===== src/hw/rtl/sap_pkg.sv =====
// Shared types and constants for the shelf atlas packer.
// No dependencies; compiled first.
package sap_pkg;

    localparam int MAX_PAGES = 8;
    localparam int PU_W      = $clog2(MAX_PAGES + 1);  // holds 0..MAX_PAGES
    localparam int DIM_W     = 16;
    localparam int PAD_W     = 8;
    localparam int PAGE_W    = 3;
    localparam int CFG_IDX_W = 2;

    // config register indexes
    localparam logic [CFG_IDX_W-1:0] CFG_ATLAS_WIDTH  = 2'd0;
    localparam logic [CFG_IDX_W-1:0] CFG_ATLAS_HEIGHT = 2'd1;
    localparam logic [CFG_IDX_W-1:0] CFG_PAD_PIXELS   = 2'd2;

    localparam logic [DIM_W-1:0] ATLAS_WIDTH_RST  = 16'd1024;
    localparam logic [DIM_W-1:0] ATLAS_HEIGHT_RST = 16'd1024;
    localparam logic [PAD_W-1:0] PAD_PIXELS_RST   = 8'd1;

    typedef struct packed {
        logic [DIM_W-1:0] width;
        logic [DIM_W-1:0] height;
        logic [PAD_W-1:0] pad;
    } t_cfg;

    // request token walking the cell chain (padded sizes, already known to fit a page)
    typedef struct packed {
        logic             valid;
        logic [DIM_W-1:0] pw;
        logic [DIM_W-1:0] ph;
    } t_tok;

    typedef struct packed {
        logic             valid;
        logic [DIM_W-1:0] pos_x;
        logic [DIM_W-1:0] pos_y;
    } t_hit;

endpackage


===== src/hw/rtl/sap_if.sv =====
// Handshake channels of the shelf atlas packer: request, result, config write.
// Depends on sap_pkg.
interface sap_req_if;
    import sap_pkg::*;
    logic             valid;
    logic             ready;
    logic [DIM_W-1:0] rect_w;
    logic [DIM_W-1:0] rect_h;
    modport source (output valid, rect_w, rect_h, input ready);
    modport sink   (input valid, rect_w, rect_h, output ready);
endinterface

interface sap_res_if;
    import sap_pkg::*;
    logic              valid;
    logic              ready;
    logic              placed;
    logic [PAGE_W-1:0] page_id;
    logic [DIM_W-1:0]  pos_x;
    logic [DIM_W-1:0]  pos_y;
    logic [DIM_W-1:0]  out_w;
    logic [DIM_W-1:0]  out_h;
    modport source (output valid, placed, page_id, pos_x, pos_y, out_w, out_h,
                    input ready);
    modport sink   (input valid, placed, page_id, pos_x, pos_y, out_w, out_h,
                    output ready);
endinterface

interface sap_cfg_if;
    import sap_pkg::*;
    logic                 valid;
    logic                 ready;
    logic [CFG_IDX_W-1:0] index;
    logic [DIM_W-1:0]     data;
    modport source (output valid, index, data, input ready);
    modport sink   (input valid, index, data, output ready);
endinterface


===== src/hw/rtl/sap_cell.sv =====
// One page of the atlas: shelf cursor state plus the token stage to the next page.
// Depends on sap_pkg.
module sap_cell (
    input  logic          i_clk,
    input  logic          i_rst_n,
    input  sap_pkg::t_cfg i_cfg,
    input  sap_pkg::t_tok i_tok,
    input  logic          i_in_use,
    input  logic          i_append,
    output sap_pkg::t_tok o_tok,
    output sap_pkg::t_hit o_hit
);
    import sap_pkg::*;

    logic [DIM_W-1:0] r_cx, r_sy, r_sh;
    logic [DIM_W-1:0] n_cx, n_sy, n_sh;
    t_tok             r_tok, n_tok;

    logic [DIM_W-1:0] b_cx, b_sy, b_sh;
    logic [DIM_W:0]   ny;
    logic [DIM_W-1:0] cx1, sy1, sh1;
    logic             active, new_shelf, fit;

    always_comb begin
        // an appended page starts cleared
        b_cx = i_append ? '0 : r_cx;
        b_sy = i_append ? '0 : r_sy;
        b_sh = i_append ? '0 : r_sh;

        active    = i_tok.valid && (i_in_use || i_append);
        new_shelf = ({1'b0, b_cx} + {1'b0, i_tok.pw}) > {1'b0, i_cfg.width};
        ny        = {1'b0, b_sy} + {1'b0, b_sh};

        cx1 = new_shelf ? '0 : b_cx;
        sy1 = new_shelf ? (ny[DIM_W] ? '1 : ny[DIM_W-1:0]) : b_sy;
        sh1 = new_shelf ? '0 : b_sh;

        fit = ({1'b0, sy1} + {1'b0, i_tok.ph}) <= {1'b0, i_cfg.height};

        n_cx = r_cx;
        n_sy = r_sy;
        n_sh = r_sh;
        if (active) begin
            n_sy = sy1;
            if (fit) begin
                n_cx = cx1 + i_tok.pw;
                n_sh = (i_tok.ph > sh1) ? i_tok.ph : sh1;
            end else begin
                n_cx = cx1;
                n_sh = sh1;
            end
        end

        o_hit.valid = active && fit;
        o_hit.pos_x = cx1 + {{(DIM_W-PAD_W){1'b0}}, i_cfg.pad};
        o_hit.pos_y = sy1 + {{(DIM_W-PAD_W){1'b0}}, i_cfg.pad};

        n_tok       = i_tok;
        n_tok.valid = i_tok.valid && !(active && fit);
    end

    always_ff @(posedge i_clk) begin
        if (!i_rst_n) begin
            r_cx  <= '0;
            r_sy  <= '0;
            r_sh  <= '0;
            r_tok <= '0;
        end else begin
            r_cx  <= n_cx;
            r_sy  <= n_sy;
            r_sh  <= n_sh;
            r_tok <= n_tok;
        end
    end

    assign o_tok = r_tok;

endmodule


===== src/hw/rtl/shelf_atlas_packer.sv =====
// Shelf atlas packer: a request placed on page k passes the inject register, the token
// registers of the pages before page k, the result holding stage and the output register;
// an oversized request goes straight to the result holding stage, and a full walk that
// fails is reported once the token leaves the last page. One request is in the page chain
// at a time; a new one is taken once the chain and the result holding stage are free.
// Reset (synchronous, active low) clears all pages, sets one page in use and loads
// the default page size and padding; no clearing pass is needed.
// Depends on sap_pkg, sap_if, sap_cell.
module shelf_atlas_packer (
    input  logic      i_clk,
    input  logic      i_rst_n,
    sap_cfg_if.sink   i_cfg,
    sap_req_if.sink   i_req,
    sap_res_if.source o_res
);
    import sap_pkg::*;

    // ---- configuration registers, always writable
    t_cfg r_cfg;

    assign i_cfg.ready = 1'b1;

    always_ff @(posedge i_clk) begin
        if (!i_rst_n) begin
            r_cfg.width  <= ATLAS_WIDTH_RST;
            r_cfg.height <= ATLAS_HEIGHT_RST;
            r_cfg.pad    <= PAD_PIXELS_RST;
        end else if (i_cfg.valid) begin
            unique case (i_cfg.index)
                CFG_ATLAS_WIDTH:  r_cfg.width  <= i_cfg.data;
                CFG_ATLAS_HEIGHT: r_cfg.height <= i_cfg.data;
                CFG_PAD_PIXELS:   r_cfg.pad    <= i_cfg.data[PAD_W-1:0];
                default: ;  // unmapped index: ignored
            endcase
        end
    end

    // ---- request front end: pad, size check, inject token into page 0
    logic             req_fire, too_large;
    logic [DIM_W:0]   pw, ph, pad2;

    logic             r_busy;       // a token is walking the chain
    logic             r_inj_v;
    logic [DIM_W-1:0] r_inj_pw, r_inj_ph;
    logic [DIM_W-1:0] r_w, r_h;     // echo of the request being placed

    // result holding stage, then output register
    logic              r_res_v;
    logic              r_res_placed;
    logic [PAGE_W-1:0] r_res_page;
    logic [DIM_W-1:0]  r_res_x, r_res_y;

    assign i_req.ready = !r_busy && !r_res_v;
    assign req_fire    = i_req.valid && i_req.ready;

    // padded sizes keep the 17th bit so they cannot wrap
    assign pad2      = {{(DIM_W-PAD_W){1'b0}}, r_cfg.pad, 1'b0};
    assign pw        = {1'b0, i_req.rect_w} + pad2;
    assign ph        = {1'b0, i_req.rect_h} + pad2;
    assign too_large = (pw > {1'b0, r_cfg.width}) || (ph > {1'b0, r_cfg.height});

    // ---- the page chain
    t_tok            w_tok [MAX_PAGES+1];
    t_hit            w_hit [MAX_PAGES];
    logic [MAX_PAGES-1:0] w_in_use, w_append;
    logic [PU_W-1:0] r_pages_used;

    assign w_tok[0] = '{valid: r_inj_v, pw: r_inj_pw, ph: r_inj_ph};

    for (genvar k = 0; k < MAX_PAGES; k++) begin : g_page
        assign w_in_use[k] = PU_W'(k) < r_pages_used;
        assign w_append[k] = PU_W'(k) == r_pages_used;

        sap_cell u_cell (
            .i_clk    (i_clk),
            .i_rst_n  (i_rst_n),
            .i_cfg    (r_cfg),
            .i_tok    (w_tok[k]),
            .i_in_use (w_in_use[k]),
            .i_append (w_append[k]),
            .o_tok    (w_tok[k+1]),
            .o_hit    (w_hit[k])
        );
    end

    // at most one cell hits per cycle; a token leaving the last page is a failure
    logic              any_hit, grow, walk_fail;
    logic [PAGE_W-1:0] hit_page;
    logic [DIM_W-1:0]  hit_x, hit_y;

    always_comb begin
        any_hit  = 1'b0;
        grow     = 1'b0;
        hit_page = '0;
        hit_x    = '0;
        hit_y    = '0;
        for (int k = 0; k < MAX_PAGES; k++) begin
            if (w_hit[k].valid) begin
                any_hit  = 1'b1;
                grow     = w_append[k];
                hit_page = PAGE_W'(k);
                hit_x    = w_hit[k].pos_x;
                hit_y    = w_hit[k].pos_y;
            end
        end
        walk_fail = w_tok[MAX_PAGES].valid;
    end

    logic out_load;
    assign out_load = r_res_v && (!o_res.valid || o_res.ready);

    always_ff @(posedge i_clk) begin
        if (!i_rst_n) begin
            r_busy       <= 1'b0;
            r_inj_v      <= 1'b0;
            r_res_v      <= 1'b0;
            r_pages_used <= PU_W'(1);
        end else begin
            // token lives in the inject stage for one cycle only
            r_inj_v <= req_fire && !too_large;
            if (grow) begin
                r_pages_used <= r_pages_used + PU_W'(1);
            end
            if (req_fire) begin
                if (too_large) begin
                    r_res_v <= 1'b1;
                end else begin
                    r_busy <= 1'b1;
                end
            end else if (any_hit || walk_fail) begin
                r_busy  <= 1'b0;
                r_res_v <= 1'b1;
            end else if (out_load) begin
                r_res_v <= 1'b0;
            end
        end
    end

    // payload of the front end and result stage
    always_ff @(posedge i_clk) begin
        if (req_fire) begin
            r_inj_pw     <= pw[DIM_W-1:0];
            r_inj_ph     <= ph[DIM_W-1:0];
            r_w          <= i_req.rect_w;
            r_h          <= i_req.rect_h;
            r_res_placed <= 1'b0;
        end else if (any_hit || walk_fail) begin
            r_res_placed <= any_hit;
            r_res_page   <= hit_page;
            r_res_x      <= hit_x;
            r_res_y      <= hit_y;
        end
    end

    // ---- output register: the chain may take the next request while a beat waits here
    always_ff @(posedge i_clk) begin
        if (!i_rst_n) begin
            o_res.valid <= 1'b0;
        end else if (out_load) begin
            o_res.valid <= 1'b1;
        end else if (o_res.ready) begin
            o_res.valid <= 1'b0;
        end
    end

    always_ff @(posedge i_clk) begin
        if (out_load) begin
            o_res.placed  <= r_res_placed;
            o_res.page_id <= r_res_placed ? r_res_page : '0;
            o_res.pos_x   <= r_res_placed ? r_res_x : '0;
            o_res.pos_y   <= r_res_placed ? r_res_y : '0;
            o_res.out_w   <= r_res_placed ? r_w : '0;
            o_res.out_h   <= r_res_placed ? r_h : '0;
        end
    end

endmodule


===== src/flat_wrapper.sv =====
// flat-port wrapper written by rule: the top's interface ports become plain ports
module shelf_atlas_packer_flat import sap_pkg::*;
  (i_clk, i_rst_n, i_cfg_valid, i_cfg_index, i_cfg_data, i_cfg_ready, i_req_valid, i_req_rect_w, i_req_rect_h, i_req_ready, o_res_valid, o_res_placed, o_res_page_id, o_res_pos_x, o_res_pos_y, o_res_out_w, o_res_out_h, o_res_ready);
  sap_cfg_if i_cfg_i ();
  sap_req_if i_req_i ();
  sap_res_if o_res_i ();
  input  logic i_clk;
  input  logic i_rst_n;
  input wire logic [$bits(i_cfg_i.valid)-1:0] i_cfg_valid;
  input wire logic [$bits(i_cfg_i.index)-1:0] i_cfg_index;
  input wire logic [$bits(i_cfg_i.data)-1:0] i_cfg_data;
  output wire logic [$bits(i_cfg_i.ready)-1:0] i_cfg_ready;
  input wire logic [$bits(i_req_i.valid)-1:0] i_req_valid;
  input wire logic [$bits(i_req_i.rect_w)-1:0] i_req_rect_w;
  input wire logic [$bits(i_req_i.rect_h)-1:0] i_req_rect_h;
  output wire logic [$bits(i_req_i.ready)-1:0] i_req_ready;
  output wire logic [$bits(o_res_i.valid)-1:0] o_res_valid;
  output wire logic [$bits(o_res_i.placed)-1:0] o_res_placed;
  output wire logic [$bits(o_res_i.page_id)-1:0] o_res_page_id;
  output wire logic [$bits(o_res_i.pos_x)-1:0] o_res_pos_x;
  output wire logic [$bits(o_res_i.pos_y)-1:0] o_res_pos_y;
  output wire logic [$bits(o_res_i.out_w)-1:0] o_res_out_w;
  output wire logic [$bits(o_res_i.out_h)-1:0] o_res_out_h;
  input wire logic [$bits(o_res_i.ready)-1:0] o_res_ready;
  assign i_cfg_i.valid = i_cfg_valid;
  assign i_cfg_i.index = i_cfg_index;
  assign i_cfg_i.data = i_cfg_data;
  assign i_cfg_ready = i_cfg_i.ready;
  assign i_req_i.valid = i_req_valid;
  assign i_req_i.rect_w = i_req_rect_w;
  assign i_req_i.rect_h = i_req_rect_h;
  assign i_req_ready = i_req_i.ready;
  assign o_res_valid = o_res_i.valid;
  assign o_res_placed = o_res_i.placed;
  assign o_res_page_id = o_res_i.page_id;
  assign o_res_pos_x = o_res_i.pos_x;
  assign o_res_pos_y = o_res_i.pos_y;
  assign o_res_out_w = o_res_i.out_w;
  assign o_res_out_h = o_res_i.out_h;
  assign o_res_i.ready = o_res_ready;
  shelf_atlas_packer u_core (.i_clk(i_clk), .i_rst_n(i_rst_n), .i_cfg(i_cfg_i), .i_req(i_req_i), .o_res(o_res_i));
endmodule

===== config.mk =====
export PLATFORM = sky130hd
export DESIGN_NAME = shelf_atlas_packer_flat
export DESIGN_NICKNAME = d
export VERILOG_FILES = /design/src/hw/rtl/sap_pkg.sv /design/src/hw/rtl/sap_if.sv /design/src/hw/rtl/sap_cell.sv /design/src/hw/rtl/shelf_atlas_packer.sv /design/src/flat_wrapper.sv
export SDC_FILE = /design/constraint.sdc
export NUM_CORES = 2
export LEC_CHECK = 0
export BUFFER_PORTS_ARGS = -buffer_cell sky130_fd_sc_hd__buf_2
export CAP_MARGIN = 20
export CORE_UTILIZATION = 30
export CTS_CLUSTER_DIAMETER = 120
export CTS_CLUSTER_SIZE = 12
export DETAILED_ROUTE_END_ITERATION = 16
export SLEW_MARGIN = 15
export SYNTH_ARGS = -nofsm -noshare
export SYNTH_HDL_FRONTEND = slang
export SYNTH_SLANG_ARGS = --single-unit

===== constraint.sdc =====
create_clock -name i_clk -period 28.2 [get_ports i_clk]
set_input_delay 2.82 -clock i_clk [delete_from_list [all_inputs] [get_ports i_clk]]
set_output_delay 2.82 -clock i_clk [all_outputs]
set_load 0.02 [all_outputs]

==> impl_summary.txt <==
----------------------------------------------------
[Clock tree]
  Number of levels the H-tree was split into ... 3
  Clock buffers created by TritonCTS ... 79
  TritonCTS clock tree ... done
  Buffer type at the clock tree root ... sky130_fd_sc_hd__clkbuf_16
  Sink Count ... 830
  Clock latency reported for the late side of the worst-skew pair ... 770 ps
  Number of buffers inserted to repair setup after CTS ... 0
  Count of cells resized by post-cts repair ... 0
  Maximum buffer depth of the clock tree ... 3
  Clock transition at the register clock pins on the worst setup and hold paths after CTS ... 70 ps
  Count of hold-fix buffers inserted at cts ... 0

[Global routing]
  Wire length of the first global-routing pass ... 436,000 um
  Vias in the first global route ... 65.0k
  Global router's overall resource usage ... 23.9%
  Global-route congestion overflow total ... 0
  Initial antenna violation count ... 11
  Largest net degree at the start of global routing ... 131

[Drt]
  Number of optimization iterations in the first detailed-route pass ... 6
  Final routed wirelength across all metal layers ... 302,000 um
  Wire per inst ... 24.8 um
  Number of nets with antenna violations after routing ... 0
  DR vias ... 68.5k
  Via/cell ratio ... 5.62
  Post-route DRC ... 0
  Drt initial violations ... 6,501

[STA]
  Fin. max-slew vios ... 0
  Share of the cycle needed by the critical path after routing ... 51.6%
  Max Clock Skew ... 52.4 ps
  RSZ-0062 raised after global routing ... false
  Hold Fails Final Rpt ... 0
  Post-route minimum period ... 14,550 ps
  Worst-case headroom to the max-slew limit ... 19.9%
  Fmax ... 68.7 MHz
  Pin slew with the least headroom to its limit ... 1200 ps
  PnR worst setup slack ... 13,650 ps
  Total negative setup slack ... 0 ps
  Final count of negative-setup-slack endpoints ... 0

[Power and ir drop]
  Leakage ... 35.1 nW
  Pwr per Cell Area ... 40.4 nW/um^2
  Power, Total ... 3.23 mW
  Worst IR drop on VDD ... 0.0465 mV

[Floorplan]
  Die H ... 495 um
  Overall die area ... 245,000 sq um
  Starting utilization of the core area ... 30.2%
  Die extent in x ... 495 um
  I/O pin count ... 126
  Number of core rows ... 180
  Placeable Area ... 241,000 sq um

[Flow run]
  Maximum Capacitance Violations ... 0

[Yosys]
  Cell Area, Synth ... 72,800 sq um
  Post-synthesis cell count ... 8,918
  Share of flip-flops with an asynchronous set or reset after synthesis ... 0%
  Number of flip-flops and latches in the synthesized netlist ... 830
  Sequential cell area fraction in the yosys report ... 25.1%
  Syn nets ... 10.1k
  Per-instance average area after synthesis ... 8.16 sq um
  Number of enable-type register cells in the synthesized netlist ... 165
  Synth Warn # ... 0
  Count of different cell masters after synthesis ... 103
  Most used flip-flop cell after synthesis ... sky130_fd_sc_hd__dfxtp_1

[Setup path]
  Nature of the critical path endpoint ... flip-flop
  R2R Setup Slk ... 13,650 ps
  Maximum net fanout on the critical path ... 62
  Worst EP required ... 28,710 ps
  Most frequent CP cell ... sky130_fd_sc_hd__a21oi_1
  Highest cell delay on the worst timing path ... 730 ps
  Setup CP Type ... flip-flop to flip-flop
  Critical Path Start Type ... flip-flop
  Cell with the biggest individual delay on the critical path ... sky130_fd_sc_hd__o22a_2
  WP data arrival ... 15,070 ps

[Final layout]
  Layout Area Growth over Synthesis ... 9.62%
  Combined flip-flop and latch cell area ... 18,300 sq um
  Multi-input logic area ... 51,800 sq um
  Proportion of layout cells with a drive suffix above 1 ... 5.23%
  Design area ... 79,800 sq um
  Final Net Count ... 10.1k
  Fill cell count ... 25.3k

[Placed design]
  DP Wirelength ... 234,000 um
  Routability cong. ... 1.01
  Count of buffers from port buffering ... 124
  Instance area after placement ... 77,500 sq um
  Worst slack at placement ... 13,950 ps

[Run status]
  Outcome ... finished clean

[Worst hold path]
  Worst hold-check path type ... flip-flop to flip-flop

----------------------------------------------------
-- cells by family (layout without fill, tap and decap cells) --
logic type / count (synthesis) / count (layout) / synth area share (%)
other cells: 1 / 11 / 0.00515
simple gates: 3135 / 3135 / 21.3
flops: 830 / 830 / 25.1
fa+ha+maj: 1120 / 1120 / 19.8
xor+xnor: 584 / 584 / 7.03
compound gates: 2421 / 2421 / 21.8
buf+inv: 751 / 826 / 3.94
mux: 76 / 76 / 1.06
-- worst paths after layout --
path | end | cells past startpoint | start
setup reg to reg | u_core.r_res_x[4] | 54 | u_core.r_pages_used[0]
hold reg to reg | u_core.g_page[6].u_cell.r_sy[9] | 2 | u_core.g_page[6].u_cell.r_sy[9]
hold / removal | u_core.g_page[6].u_cell.r_sy[9] | 2 | u_core.g_page[6].u_cell.r_sy[9]
setup / recovery | u_core.r_res_x[4] | 54 | u_core.r_pages_used[0]
-- per-stage QoR --
step / util [%] / cells / hold WS, ps
3_3_place_gp: 32.1 / 12060 / 437
6_report: 33.1 / 12188 / 450
4_1_cts: 33.1 / 12175 / 452
5_1_grt: 33.1 / 12179 / 469
3_5_place_dp: 32.1 / 12063 / 442
2_1_floorplan: - / 8918 / 432
-- state kept, by name, indices dropped and copies added, names as in the netlist, 32 cells and up --
| register | cells |
|---|---|
| u_core.g_page.u_cell.o_tok | 232 |
| u_core.g_page.u_cell.r_cx | 128 |
| u_core.g_page.u_cell.r_sh | 128 |
| u_core.g_page.u_cell.r_sy | 128 |
| u_core.r_cfg | 32 |
-- cell usage after synthesis, types with 40 or more instances --
| library cell | instances | area (sq um) |
|---|---|---|
| sky130_fd_sc_hd__ha_1 | 1070 | 13400 |
| sky130_fd_sc_hd__nand2_1 | 802 | 3010 |
| sky130_fd_sc_hd__nor2_1 | 749 | 2810 |
| sky130_fd_sc_hd__a21oi_1 | 738 | 3690 |
| sky130_fd_sc_hd__and2_1 | 686 | 4290 |
| sky130_fd_sc_hd__dfxtp_1 | 665 | 13300 |
| sky130_fd_sc_hd__inv_1 | 443 | 1660 |
| sky130_fd_sc_hd__xnor2_1 | 417 | 3650 |
| sky130_fd_sc_hd__o21ai_0 | 353 | 1770 |
| sky130_fd_sc_hd__clkbuf_1 | 257 | 965 |
| sky130_fd_sc_hd__a21o_1 | 199 | 1490 |
| sky130_fd_sc_hd__nor3_1 | 172 | 861 |
| sky130_fd_sc_hd__xor2_1 | 167 | 1460 |
| sky130_fd_sc_hd__edfxtp_1 | 165 | 4950 |
| sky130_fd_sc_hd__a22oi_1 | 159 | 1190 |
| sky130_fd_sc_hd__nand3_1 | 152 | 761 |
| sky130_fd_sc_hd__o21a_1 | 139 | 1040 |
| sky130_fd_sc_hd__and3_1 | 118 | 738 |
| sky130_fd_sc_hd__o21bai_1 | 108 | 811 |
| sky130_fd_sc_hd__nor2b_1 | 106 | 663 |
| sky130_fd_sc_hd__nand4_1 | 90 | 563 |
| sky130_fd_sc_hd__a211oi_1 | 88 | 661 |
| sky130_fd_sc_hd__o211ai_1 | 81 | 608 |
| sky130_fd_sc_hd__nand2b_1 | 79 | 494 |
| sky130_fd_sc_hd__a31oi_1 | 78 | 488 |
| sky130_fd_sc_hd__mux2i_1 | 69 | 691 |
| sky130_fd_sc_hd__fa_1 | 50 | 1000 |
| sky130_fd_sc_hd__a21boi_0 | 40 | 300 |
-- layer usage --
layer | global-route usage, % | share of wire, % | vias to the layer above
met5 | 0 | 0.0060 | -
met4 | 12.4 | 5.9 | 4
met3 | 3.97 | 7.4 | 628
met2 | 38.6 | 45 | 2767
met1 | 30.5 | 42 | 32988
li1 | - | - | 32108
-- placed cells by master, fill, tap and decap left out, types with 27 or more instances in the layout --
cell                           n
sky130_fd_sc_hd__a211oi_1     88
sky130_fd_sc_hd__a21boi_0     40
sky130_fd_sc_hd__a21o_1      199
sky130_fd_sc_hd__a21oi_1     737
sky130_fd_sc_hd__a22o_1       33
sky130_fd_sc_hd__a22oi_1     159
sky130_fd_sc_hd__a31oi_1      78
sky130_fd_sc_hd__and2_1      685
sky130_fd_sc_hd__and3_1      118
sky130_fd_sc_hd__buf_2       123
sky130_fd_sc_hd__buf_4       140
sky130_fd_sc_hd__clkbuf_16    79
sky130_fd_sc_hd__dfxtp_1     656
sky130_fd_sc_hd__edfxtp_1    165
sky130_fd_sc_hd__fa_1         50
sky130_fd_sc_hd__ha_1       1070
sky130_fd_sc_hd__inv_1       443
sky130_fd_sc_hd__mux2i_1      69
sky130_fd_sc_hd__nand2_1     802
sky130_fd_sc_hd__nand2b_1     79
sky130_fd_sc_hd__nand3_1     152
sky130_fd_sc_hd__nand4_1      90
sky130_fd_sc_hd__nor2_1      747
sky130_fd_sc_hd__nor2b_1     105
sky130_fd_sc_hd__nor3_1      169
sky130_fd_sc_hd__nor4_1       38
sky130_fd_sc_hd__o211ai_1     81
sky130_fd_sc_hd__o21a_1      139
sky130_fd_sc_hd__o21ai_0     350
sky130_fd_sc_hd__o21ai_1      27
sky130_fd_sc_hd__o21bai_1    108
sky130_fd_sc_hd__o22a_1       30
sky130_fd_sc_hd__or3_1        39
sky130_fd_sc_hd__xnor2_1     417
sky130_fd_sc_hd__xor2_1      167
-- final cells by class --
type / instances / share of cell area (%)
diodes: 10 / 0.0314
clock buffers: 103 / 2.59
clock inverters: 9 / 0.245
inverters: 446 / 2.11
multi-input cells: 7337 / 64.9
flip-flops and latches: 830 / 22.9
well taps: 3185 / 4.99
repair buffers: 268 / 2.20
-- power breakdown --
part,internal (mW),switching (mW),total [mW]
sequential,1.24,0.0402,1.28
clock,0.536,0.542,1.08
combinational,0.300,0.568,0.868
-- worst max-delay path, delay by kind of cell (launching register included) --
kind                       cells  cell delay, ps
and+or+nand+nor               11            2500
buffers and inverters          4            1290
muxes                          1             330
DFF                            1             560
xor gates and xnor gates       2             170
AOI/OAI and AO/OA             31            7940
adders and majority gates      5            1440
(Power assumes the default switching activity.)
